==> src/rrw_pkg.sv <==
// ----------------------------------------------------------------------------
// rrw_pkg
// Types, constants and helpers shared by the reflected random-walk proposal.
// ----------------------------------------------------------------------------
`default_nettype none

package rrw_pkg;

    // field widths fixed by the item format
    localparam int VALUE_WIDTH_DEF = 32;
    localparam int CMD_W           = 2;
    localparam int NOISE_W         = 16;
    localparam int STEP_W          = 31;
    localparam int CNT_W           = 32;
    localparam int PROD_W          = NOISE_W + STEP_W;
    localparam int FRAC_SHIFT      = 12;            // Q3.12 * Q16.16 -> Q16.16
    localparam int INC_W           = PROD_W - FRAC_SHIFT;

    // register map
    localparam int             REG_IDX_W = 2;
    localparam logic [REG_IDX_W-1:0] REG_LOWER = 2'd0;
    localparam logic [REG_IDX_W-1:0] REG_UPPER = 2'd1;
    localparam logic [REG_IDX_W-1:0] REG_STEP  = 2'd2;

    // register reset values
    localparam int                UPPER_RST = 65536;    // 1.0
    localparam logic [STEP_W-1:0] STEP_RST  = 31'd19661; // about 0.3

    typedef enum logic [CMD_W-1:0] {
        CMD_PROPOSE = 2'd0,
        CMD_ACCEPT  = 2'd1,
        CMD_REJECT  = 2'd2,
        CMD_CLEAR   = 2'd3
    } t_cmd;

    typedef enum logic [3:0] {
        ST_IDLE,
        ST_MUL,
        ST_SUM,
        ST_CHK,
        ST_DIV,
        ST_FOLD,
        ST_RLO,
        ST_RHI,
        ST_OUT
    } t_state;

    // saturating increment
    function automatic logic [CNT_W-1:0] sat_inc(input logic [CNT_W-1:0] c);
        return (&c) ? c : c + 1'b1;
    endfunction

endpackage

`default_nettype wire

==> src/reflected_random_walk_proposal.sv <==
// ----------------------------------------------------------------------------
// reflected_random_walk_proposal
// Proposal step of a Metropolis sampler with reflecting bounds, Q16.16.
// ----------------------------------------------------------------------------
// Usage:
//   Input channel (i_in_valid / o_in_ready) carries a command, the current
//   value and a Q3.12 noise sample; output channel (o_out_valid /
//   i_out_ready) returns one result per command. Bounds and step size are
//   written over the APB port; the user must write them only while the
//   block is idle, which the block does not enforce; pready is always high.
//   One item is worked at a time. Accept, reject and clear go straight from
//   idle to the output load. A propose runs the bit-serial noise multiply,
//   then sum, range check, two reflect steps and the output load; an empty
//   range skips the reflect steps and returns the lower bound. A far
//   overshoot adds the bit-per-cycle remainder division by twice the bound
//   width and a fold step. The next item is taken the cycle after the
//   result is loaded.
//   The result sits in an output register, so the next item is taken while
//   it waits; if the receiver stalls, the following result waits in the
//   last step until the register frees up.
//   Synchronous reset clears flags, counters, saved value and output valid,
//   and loads the bound and step reset values.
// ----------------------------------------------------------------------------
`default_nettype none

module reflected_random_walk_proposal #(
    parameter  int VALUE_WIDTH = rrw_pkg::VALUE_WIDTH_DEF,
    localparam int DATA_W      = (VALUE_WIDTH > 32) ? 64 : 32,
    localparam int ADDR_W      = rrw_pkg::REG_IDX_W + ((VALUE_WIDTH > 32) ? 3 : 2)
) (
    input  logic                                i_clk,
    input  logic                                i_rst_n,
    // configuration
    input  logic                                psel,
    input  logic                                penable,
    input  logic                                pwrite,
    input  logic        [ADDR_W-1:0]            paddr,
    input  logic        [DATA_W-1:0]            pwdata,
    output logic        [DATA_W-1:0]            prdata,
    output logic                                pready,
    // input channel
    input  logic                                i_in_valid,
    output logic                                o_in_ready,
    input  logic        [rrw_pkg::CMD_W-1:0]    i_cmd,
    input  logic signed [VALUE_WIDTH-1:0]       i_current_value,
    input  logic signed [rrw_pkg::NOISE_W-1:0]  i_noise_sample,
    // output channel
    output logic                                o_out_valid,
    input  logic                                i_out_ready,
    output logic signed [VALUE_WIDTH-1:0]       o_new_value,
    output logic                                o_low_shock,
    output logic                                o_high_shock,
    output logic        [rrw_pkg::CNT_W-1:0]    o_low_shock_count,
    output logic        [rrw_pkg::CNT_W-1:0]    o_high_shock_count
);
    import rrw_pkg::*;

    localparam int W   = VALUE_WIDTH;
    localparam int XW  = W + 3;                          // working width
    localparam int DW  = W + 1;                          // divider width
    localparam int SW  = ((W > INC_W) ? W : INC_W) + 1;  // raw sum width
    localparam int ASH = ADDR_W - REG_IDX_W;

    // configuration registers
    logic signed [W-1:0]      r_lo;
    logic signed [W-1:0]      r_hi;
    logic        [STEP_W-1:0] r_step;

    // control and architectural state
    t_state                   r_state;
    t_state                   n_state;
    t_cmd                     r_cmd;
    logic signed [W-1:0]      r_cur;
    logic signed [W-1:0]      r_saved;
    logic                     r_lf;
    logic                     r_hf;
    logic        [CNT_W-1:0]  r_lc;
    logic        [CNT_W-1:0]  r_hc;
    logic                     r_ovalid;
    logic signed [W-1:0]      r_onew;

    // propose datapath
    logic signed [XW-1:0]     r_v;
    logic                     r_below;
    logic                     r_pl;
    logic                     r_ph;

    // next values at output load
    logic                     n_lf;
    logic                     n_hf;
    logic        [CNT_W-1:0]  n_lc;
    logic        [CNT_W-1:0]  n_hc;
    logic signed [W-1:0]      n_new;

    logic [REG_IDX_W-1:0]     w_idx;
    logic                     w_cfg_wr;
    logic                     w_in_ready;
    logic                     w_in_xfer;
    logic                     w_mul_start;
    logic                     w_mul_done;
    logic                     w_div_start;
    logic                     w_div_done;
    logic                     w_out_load;
    logic signed [PROD_W-1:0] w_prod;
    logic signed [INC_W-1:0]  w_inc;
    logic signed [SW-1:0]     w_sum;
    logic                     w_ovf_hi;
    logic                     w_ovf_lo;
    logic signed [W-1:0]      w_sat;
    logic signed [XW-1:0]     w_lo_x;
    logic signed [XW-1:0]     w_hi_x;
    logic signed [XW-1:0]     w_d;
    logic                     w_bad;
    logic                     w_fold_dn;
    logic                     w_fold_up;
    logic                     w_chk_fold;
    logic signed [XW-1:0]     w_dvd_x;
    logic        [DW-1:0]     w_dvs;
    logic        [DW-1:0]     w_rem;
    logic signed [XW-1:0]     w_rem_x;

    // ------------------------------------------------------------------
    // APB register file
    // ------------------------------------------------------------------
    assign pready   = 1'b1;
    assign w_idx    = paddr[ADDR_W-1:ASH];
    assign w_cfg_wr = psel && penable && pwrite;

    always_ff @(posedge i_clk) begin
        if (!i_rst_n) begin
            r_lo   <= '0;
            r_hi   <= W'(UPPER_RST);
            r_step <= STEP_RST;
        end else if (w_cfg_wr) begin
            unique case (w_idx)
                REG_LOWER: r_lo   <= pwdata[W-1:0];
                REG_UPPER: r_hi   <= pwdata[W-1:0];
                REG_STEP:  r_step <= pwdata[STEP_W-1:0];
                default:   ;
            endcase
        end
    end

    always_comb begin
        unique case (w_idx)
            REG_LOWER: prdata = DATA_W'(r_lo);
            REG_UPPER: prdata = DATA_W'(r_hi);
            REG_STEP:  prdata = DATA_W'(r_step);
            default:   prdata = '0;
        endcase
    end

    // ------------------------------------------------------------------
    // Serial units
    // ------------------------------------------------------------------
    rrw_mul u_mul (
        .i_clk   (i_clk),
        .i_rst_n (i_rst_n),
        .i_start (w_mul_start),
        .i_noise (i_noise_sample),
        .i_step  (r_step),
        .o_done  (w_mul_done),
        .o_prod  (w_prod)
    );

    rrw_div #(.DW(DW)) u_div (
        .i_clk      (i_clk),
        .i_rst_n    (i_rst_n),
        .i_start    (w_div_start),
        .i_dividend (w_dvd_x[DW-1:0]),
        .i_divisor  (w_dvs),
        .o_done     (w_div_done),
        .o_rem      (w_rem)
    );

    // ------------------------------------------------------------------
    // Propose arithmetic
    // ------------------------------------------------------------------
    // floor(prod / 4096), then saturating add to the current value
    assign w_inc    = w_prod[PROD_W-1:FRAC_SHIFT];
    assign w_sum    = SW'(r_cur) + SW'(w_inc);
    assign w_ovf_hi = !w_sum[SW-1] && (|w_sum[SW-2:W-1]);
    assign w_ovf_lo = w_sum[SW-1] && !(&w_sum[SW-2:W-1]);

    always_comb begin
        if (w_ovf_hi) begin
            w_sat = {1'b0, {(W-1){1'b1}}};
        end else if (w_ovf_lo) begin
            w_sat = {1'b1, {(W-1){1'b0}}};
        end else begin
            w_sat = w_sum[W-1:0];
        end
    end

    // bound checks: empty range, far overshoot below or above
    assign w_lo_x     = XW'(r_lo);
    assign w_hi_x     = XW'(r_hi);
    assign w_d        = w_hi_x - w_lo_x;
    assign w_bad      = (r_hi <= r_lo);
    assign w_fold_dn  = (r_v <= w_lo_x - w_d);
    assign w_fold_up  = (r_v >= w_hi_x + w_d);
    assign w_chk_fold = !w_bad && (w_fold_dn || w_fold_up);

    // fold keeps only the remainder modulo twice the width
    assign w_dvd_x = w_fold_dn ? (w_hi_x - r_v) : (r_v - w_lo_x);
    assign w_dvs   = {w_d[W-1:0], 1'b0};
    assign w_rem_x = XW'(w_rem);

    // ------------------------------------------------------------------
    // Control FSM
    // ------------------------------------------------------------------
    always_ff @(posedge i_clk) begin
        if (!i_rst_n) begin
            r_state <= ST_IDLE;
        end else begin
            r_state <= n_state;
        end
    end

    always_comb begin
        n_state = r_state;
        unique case (r_state)
            ST_IDLE: begin
                if (w_in_xfer) begin
                    n_state = (t_cmd'(i_cmd) == CMD_PROPOSE) ? ST_MUL : ST_OUT;
                end
            end
            ST_MUL: begin
                if (w_mul_done) begin
                    n_state = ST_SUM;
                end
            end
            ST_SUM: n_state = ST_CHK;
            ST_CHK: begin
                if (w_bad) begin
                    n_state = ST_OUT;
                end else if (w_chk_fold) begin
                    n_state = ST_DIV;
                end else begin
                    n_state = ST_RLO;
                end
            end
            ST_DIV: begin
                if (w_div_done) begin
                    n_state = ST_FOLD;
                end
            end
            ST_FOLD: n_state = ST_RLO;
            ST_RLO:  n_state = ST_RHI;
            ST_RHI:  n_state = ST_OUT;
            ST_OUT: begin
                if (w_out_load) begin
                    n_state = ST_IDLE;
                end
            end
            default: n_state = ST_IDLE;
        endcase
    end

    always_comb begin
        w_in_ready  = 1'b0;
        w_div_start = 1'b0;
        w_out_load  = 1'b0;
        unique case (r_state)
            ST_IDLE: w_in_ready  = 1'b1;
            ST_CHK:  w_div_start = w_chk_fold;
            ST_OUT:  w_out_load  = !r_ovalid || i_out_ready;
            default: ;
        endcase
    end

    assign w_in_xfer   = w_in_ready && i_in_valid;
    assign w_mul_start = w_in_xfer && (t_cmd'(i_cmd) == CMD_PROPOSE);

    // ------------------------------------------------------------------
    // Working value and pending flags
    // ------------------------------------------------------------------
    always_ff @(posedge i_clk) begin
        unique case (r_state)
            ST_IDLE: begin
                if (w_in_xfer) begin
                    r_cmd <= t_cmd'(i_cmd);
                    r_cur <= i_current_value;
                    r_pl  <= r_lf;
                    r_ph  <= r_hf;
                end
            end
            ST_SUM: r_v <= XW'(w_sat);
            ST_CHK: begin
                r_below <= w_fold_dn;
                if (w_bad) begin
                    r_v <= w_lo_x;
                end
            end
            ST_FOLD: begin
                r_v  <= r_below ? (w_hi_x - w_rem_x) : (w_lo_x + w_rem_x);
                r_pl <= 1'b1;
                r_ph <= 1'b1;
            end
            ST_RLO: begin
                if (r_v < w_lo_x) begin
                    r_v  <= (w_lo_x <<< 1) - r_v;
                    r_pl <= 1'b1;
                end
            end
            ST_RHI: begin
                if (r_v > w_hi_x) begin
                    r_v  <= (w_hi_x <<< 1) - r_v;
                    r_ph <= 1'b1;
                end
            end
            default: ;
        endcase
    end

    // ------------------------------------------------------------------
    // Result of the command
    // ------------------------------------------------------------------
    always_comb begin
        n_lf  = r_lf;
        n_hf  = r_hf;
        n_lc  = r_lc;
        n_hc  = r_hc;
        n_new = r_cur;
        unique case (r_cmd)
            CMD_PROPOSE: begin
                n_lf  = r_pl;
                n_hf  = r_ph;
                n_lc  = r_pl ? sat_inc(r_lc) : r_lc;
                n_hc  = r_ph ? sat_inc(r_hc) : r_hc;
                n_new = r_v[W-1:0];
            end
            CMD_ACCEPT: begin
                n_lf = 1'b0;
                n_hf = 1'b0;
            end
            CMD_REJECT: begin
                n_lf  = 1'b0;
                n_hf  = 1'b0;
                n_new = r_saved;
            end
            CMD_CLEAR: begin
                n_lc = '0;
                n_hc = '0;
            end
            default: ;
        endcase
    end

    // sampler state and output valid
    always_ff @(posedge i_clk) begin
        if (!i_rst_n) begin
            r_saved  <= '0;
            r_lf     <= 1'b0;
            r_hf     <= 1'b0;
            r_lc     <= '0;
            r_hc     <= '0;
            r_ovalid <= 1'b0;
        end else begin
            if (w_mul_start) begin
                r_saved <= i_current_value;
            end
            if (w_out_load) begin
                r_lf     <= n_lf;
                r_hf     <= n_hf;
                r_lc     <= n_lc;
                r_hc     <= n_hc;
                r_ovalid <= 1'b1;
            end else if (i_out_ready) begin
                r_ovalid <= 1'b0;
            end
        end
    end

    // output value register
    always_ff @(posedge i_clk) begin
        if (w_out_load) begin
            r_onew <= n_new;
        end
    end

    assign o_in_ready         = w_in_ready;
    assign o_out_valid        = r_ovalid;
    assign o_new_value        = r_onew;
    assign o_low_shock        = r_lf;
    assign o_high_shock       = r_hf;
    assign o_low_shock_count  = r_lc;
    assign o_high_shock_count = r_hc;

endmodule

`default_nettype wire

==> src/rrw_mul.sv <==
// ----------------------------------------------------------------------------
// rrw_mul
// Bit-serial signed noise times unsigned step, one noise bit per cycle, MSB
// first (Horner form; the sign bit weighs negative).
// ----------------------------------------------------------------------------
`default_nettype none

module rrw_mul (
    input  logic                                 i_clk,
    input  logic                                 i_rst_n,
    input  logic                                 i_start,
    input  logic signed [rrw_pkg::NOISE_W-1:0]  i_noise,
    input  logic        [rrw_pkg::STEP_W-1:0]   i_step,
    output logic                                 o_done,
    output logic signed [rrw_pkg::PROD_W-1:0]   o_prod
);
    import rrw_pkg::*;

    localparam int CW = $clog2(NOISE_W + 1);

    logic        [NOISE_W-1:0] r_nse;
    logic signed [PROD_W-1:0]  r_acc;
    logic        [CW-1:0]      r_cnt;
    logic                      r_done;
    logic signed [PROD_W-1:0]  w_add;

    // partial product for the current noise bit
    assign w_add = r_nse[NOISE_W-1] ? $signed({{(PROD_W-STEP_W){1'b0}}, i_step}) : '0;

    // bit counter and done pulse
    always_ff @(posedge i_clk) begin
        if (!i_rst_n) begin
            r_cnt  <= '0;
            r_done <= 1'b0;
        end else begin
            r_done <= 1'b0;
            if (i_start) begin
                r_cnt <= CW'(NOISE_W);
            end else if (r_cnt != '0) begin
                r_cnt <= r_cnt - 1'b1;
                if (r_cnt == CW'(1)) begin
                    r_done <= 1'b1;
                end
            end
        end
    end

    // shift-add accumulator
    always_ff @(posedge i_clk) begin
        if (i_start) begin
            r_nse <= i_noise;
            r_acc <= '0;
        end else if (r_cnt != '0) begin
            r_nse <= r_nse << 1;
            if (r_cnt == CW'(NOISE_W)) begin
                r_acc <= -w_add;
            end else begin
                r_acc <= (r_acc <<< 1) + w_add;
            end
        end
    end

    assign o_done = r_done;
    assign o_prod = r_acc;

endmodule

`default_nettype wire

==> src/rrw_div.sv <==
// ----------------------------------------------------------------------------
// rrw_div
// Restoring divider, one dividend bit per cycle; only the remainder is kept.
// ----------------------------------------------------------------------------
`default_nettype none

module rrw_div #(
    parameter int DW = rrw_pkg::VALUE_WIDTH_DEF + 1
) (
    input  logic          i_clk,
    input  logic          i_rst_n,
    input  logic          i_start,
    input  logic [DW-1:0] i_dividend,
    input  logic [DW-1:0] i_divisor,
    output logic          o_done,
    output logic [DW-1:0] o_rem
);
    localparam int CW = $clog2(DW + 1);

    logic [DW-1:0] r_dvd;
    logic [DW-1:0] r_dvs;
    logic [DW-1:0] r_rem;
    logic [CW-1:0] r_cnt;
    logic          r_done;
    logic [DW:0]   w_trial;
    logic [DW:0]   w_diff;
    logic          w_ge;

    // trial subtract of the shifted partial remainder
    assign w_trial = {r_rem, r_dvd[DW-1]};
    assign w_diff  = w_trial - {1'b0, r_dvs};
    assign w_ge    = (w_trial >= {1'b0, r_dvs});

    // step counter and done pulse
    always_ff @(posedge i_clk) begin
        if (!i_rst_n) begin
            r_cnt  <= '0;
            r_done <= 1'b0;
        end else begin
            r_done <= 1'b0;
            if (i_start) begin
                r_cnt <= CW'(DW);
            end else if (r_cnt != '0) begin
                r_cnt <= r_cnt - 1'b1;
                if (r_cnt == CW'(1)) begin
                    r_done <= 1'b1;
                end
            end
        end
    end

    // remainder datapath
    always_ff @(posedge i_clk) begin
        if (i_start) begin
            r_dvd <= i_dividend;
            r_dvs <= i_divisor;
            r_rem <= '0;
        end else if (r_cnt != '0) begin
            r_dvd <= r_dvd << 1;
            r_rem <= w_ge ? w_diff[DW-1:0] : w_trial[DW-1:0];
        end
    end

    assign o_done = r_done;
    assign o_rem  = r_rem;

endmodule

`default_nettype wire

==> config.mk <==
export PLATFORM = sky130hd
export DESIGN_NAME = reflected_random_walk_proposal
export DESIGN_NICKNAME = d
export VERILOG_FILES = /design/src/rrw_pkg.sv /design/src/reflected_random_walk_proposal.sv /design/src/rrw_mul.sv /design/src/rrw_div.sv
export SDC_FILE = /design/constraint.sdc
export NUM_CORES = 2
export LEC_CHECK = 0
export BUFFER_PORTS_ARGS = -buffer_cell sky130_fd_sc_hd__buf_2
export CORE_ASPECT_RATIO = 1.1
export CORE_MARGIN = 3
export CORE_UTILIZATION = 40
export DETAILED_ROUTE_END_ITERATION = 10
export GPL_TIMING_DRIVEN = 0
export PLACE_DENSITY = 0.64
export SLEW_MARGIN = 40
export SYNTH_ARGS = -nofsm -noshare
export SYNTH_HDL_FRONTEND = slang
export SYNTH_SLANG_ARGS = --single-unit
==> constraint.sdc <==
create_clock -name i_clk -period 10.79 [get_ports i_clk]
set_input_delay 2.158 -clock i_clk [delete_from_list [all_inputs] [get_ports i_clk]]
set_output_delay 2.158 -clock i_clk [all_outputs]
set_load 0.02 [all_outputs]
==> results_dict.tcl <==
set metrics [dict create \
    outcome "complete, no violations" \
    synthDistinctLibCells 88 \
    clock.fmax_mhz 95.5 \
    synthFlopType "dfxtp_1" \
    path_clk_slew_ns 0.06 \
    ant_nets 0 \
    syn_inst 5236 \
    fin_nets 6105 \
    synth_seq_cells 476 \
    yosys.area_share.simple_pct 19.1 \
    ir_worst_vdd_mv 0.213 \
    grt_max_degree 42 \
    fin_ws_ns 0.320 \
    setup_violations 0 \
    multiInputGateArea_um2 28600 \
    drc 0 \
    r2r_cells 32 \
    pwr-share-comb_pct 50.9 \
    cpMaxStageDelayCell "a41o_1" \
    clockBufferDepth 3 \
    cts_root_buffer "clkbuf_16" \
    netlist_area_um2 41900 \
    ff_latch_area_um2 11400 \
    worstHoldPathCells 2 \
    crit_fanout 10 \
    finalHoldViolCount 0 \
    synth-compound-area-share_pct 24.9 \
    design.die.area_um2 109000 \
    grt_pass1_vias 39200 \
    netSwitchingPower_mw 4.21 \
    synth_top_area_cell "ha_1" \
    slowest_delay_ns 0.67 \
    cp.arrival_ns 10.86 \
    htree_levels 2 \
    internal_power_mw 5.36 \
    cts_tree "built" \
    dpl.hpwl_mm 144 \
    rrSetupSlack_ns 0.32 \
    synthAdderAreaFrac_pct 14.6 \
    synth_top_family_by_area "compound AO/OA/AOI/OAI gates" \
    regToRegStartpoint "r_hi[0]" \
    rsz0062_at_grt "false" \
    period_minus_slack_ns 10.47 \
    synthXorXnorAreaFrac_pct 8.16 \
    critPathKind "reg2reg" \
    yosysSeqAreaShare_pct 27.2 \
    worstMarginPinSlew_ns 1.03 \
    grt_use_total_pct 30.5 \
    globalRouteOverflowTotal 0 \
    maxSlewViolCount 0 \
    drive_above_1_share_pct 8.04 \
    hold_slack_ns 0.459 \
    max_slew_margin_pct 30.3 \
    cts-buffers-inserted 57 \
    avgSynthCellArea_um2 8.00 \
    drtIter0Drc 3815 \
    async_reset_ff_share_pct 0 \
    grt_first_pass_wirelength_mm 250 \
    yosys_warnings 0 \
    p_sw_share_pct 44.0 \
    ios 226 \
    clock_latency_ns 0.66 \
    postCtsHoldBufs 0 \
    powerDensity_nw_per_um2 204 \
    start_util_pct 40.6 \
    fillers 10400 \
    die_w_um 315 \
    p_seq_share_pct 27.8 \
    reg2reg_to "u_div.r_dvd[32]" \
    crit_path_end_kind "register" \
    clock-sinks 476 \
    route.vias.total 40800 \
    clockPowerShare_pct 21.3 \
    hold_start "u_mul.o_prod[7]" \
    first_pass_iters 5 \
    min_to "u_mul.o_prod[7]" \
    wirelength_mm 171 \
    skew_ns 0.0334 \
    drv_cap 0 \
    core-area_um2 103000 \
    preCtsSetupSlack_ns -0.534 \
    io_buffers 221 \
    cp-start-kind "register" \
    ys_top_cells_by_area "ha_1, dfxtp_1, edfxtp_1, nand2_1, xnor2_1" \
    rows 123 \
    post-route-period-util_pct 97.0 \
    syn-num-nets 5807 \
    synth_edf_count 185 \
    area_growth_pct 12.0 \
    worst_hold_path_type "reg2reg" \
    vias_per_cell 5.86 \
    gp_congestion 1.03 \
    synthMuxAreaShare_pct 1.32 \
    synth_top_area_share_pct 13.9 \
    antenna_found_initial 7 \
    die_h_um 345 \
    post_drt_wl_per_cell_um 24.6 \
    cp.required_ns 11.18 \
    setup_tns_ns 0 \
    cellLeakagePower_nw 20.6 \
]
layer usage:
metal	GRT usage [%]	share of wire, %	vias up
met5	0	0.018	-
met4	18.3	7.2	4
met3	4.22	7.0	378
met2	51.1	46	1585
met1	37.2	40	19400
li1	-	-	19400
per-stage QoR:
step           util (%)  cell area [um2]  std cells  power [mW]
4_1_cts            45.5            46900       6955        9.51
6_report           45.5            46900       6960        9.57
3_5_place_dp       43.6            44900       6848        7.45
2_1_floorplan         -            41900       5236        5.98
3_3_place_gp       43.4            44700       6832        7.38
5_1_grt            45.5            46900       6958        10.2
critical path: cells and delay by family, from the launching register on:
kind | cells | cell delay (ns)
compound gates | 16 | 5.62
simple gates | 7 | 1.32
flops | 1 | 0.41
buf+inv | 4 | 0.89
xor+xnor | 1 | 0.59
fa+ha+maj | 4 | 1.31
worst max-delay path by stage:
stage / start / endpoint / slack (ns) / cells after the start
floorplan: r_lo[1] / u_div.r_dvd[0] / 2.03 / 35
global placement: r_lo[1] / r_v[0] / -1.28 / 15
detailed placement: r_lo[1] / u_div.r_dvd[16] / -0.53 / 33
CTS: r_lo[1] / u_div.r_dvd[32] / 0.02 / 30
global route: r_hi[0] / u_div.r_dvd[26] / 0.04 / 36
finish: r_hi[0] / u_div.r_dvd[32] / 0.32 / 32
logic make-up after synthesis:
| kind of cell | count (synthesis) |
|---|---|
| multiplexers | 55 |
| buffers and inverters | 524 |
| XOR/XNOR | 386 |
| AND/OR/NAND/NOR | 1729 |
| adder cells (fa/ha/maj) | 483 |
| other | 1 |
| flip-flops | 476 |
| AO/OA/AOI/OAI | 1582 |
area by class of cell:
type | instances | area share (%)
buffer | 191 | 1.67
multi-input combinational | 4236 | 61.0
antenna | 3 | 0.0160
sequential | 476 | 24.3
clock buffer | 65 | 3.12
clock inverter | 42 | 1.02
inverter | 333 | 2.66
tap | 1375 | 3.67
timing repair buffer | 239 | 2.63
registers in the layout, indices dropped and copies added (netlist names), 2 cells and up:
register,flops
o_high_shock_count,32
o_low_shock_count,32
o_new_value,32
r_cmd,2
r_cur,32
r_hi,32
r_lo,32
r_saved,32
r_state,4
r_step,31
r_v,35
u_div.o_rem,33
u_div.r_cnt,6
u_div.r_dvd,33
u_div.r_dvs,32
u_mul.o_prod,47
u_mul.r_cnt,5
u_mul.r_nse,16
repair_timing:
action / in CTS / in global routing
pin swaps: 0 / 1
setup buffers: 0 / 1
resized for setup: 7 / 6
endpoints found under the setup margin: 66 / 109
Yosys cell counts (29+ instances only):
cell,count
a211oi_1,92
a21boi_0,137
a21o_1,205
a21oi_1,394
a22oi_1,42
a31oi_1,36
and2_1,40
and3_1,46
clkbuf_1,168
dfxtp_1,291
edfxtp_1,185
ha_1,467
inv_1,332
mux2i_1,52
nand2_1,762
nand2b_1,60
nand3_1,118
nand4_1,55
nor2_1,330
nor2b_1,81
nor3_1,96
o211ai_1,29
o21a_1,67
o21ai_0,309
o21bai_1,55
o221a_2,32
xnor2_1,226
xor2_1,157
cell usage in the layout (no fill, tap or decap), drive strengths merged, types with 12 or more instances in the layout:
cell type  netlist  layout
nand2          762     762
ha             467     467
a21oi          395     395
inv            333     338
nor2           330     330
o21ai          315     315
dfxtp          291     291
buf             23     262
clkbuf         168     233
xnor2          226     226
a21o           205     205
edfxtp         185     185
xor2           157     157
a21boi         138     138
nand3          118     118
nor3            96      96
a211oi          95      95
nor2b           81      81
o21a            67      67
nand2b          60      60
nand4           55      55
o21bai          55      55
mux2i           52      52
and3            47      47
and2            44      44
a22oi           42      42
a31oi           36      36
o221a           32      32
o211ai          29      29
or3             28      28
clkinv           0      26
a221oi          22      22
nor3b           20      20
and4            19      19
nor4            19      19
o22ai           16      16
o31ai           16      16
nand3b          13      13
or4             12      12
a2111oi         12      12
power by group through the flow:
stage	logic [mW]	registers, mW	clock network, mW
after global routing	5.34	2.70	2.13
final	4.87	2.66	2.04
after detailed placement	4.77	2.68	0
after global placement	4.69	2.69	0
after floorplan	3.42	2.56	0
after CTS	4.80	2.65	2.06
Note: power is estimated with default switching activity, not from simulation.
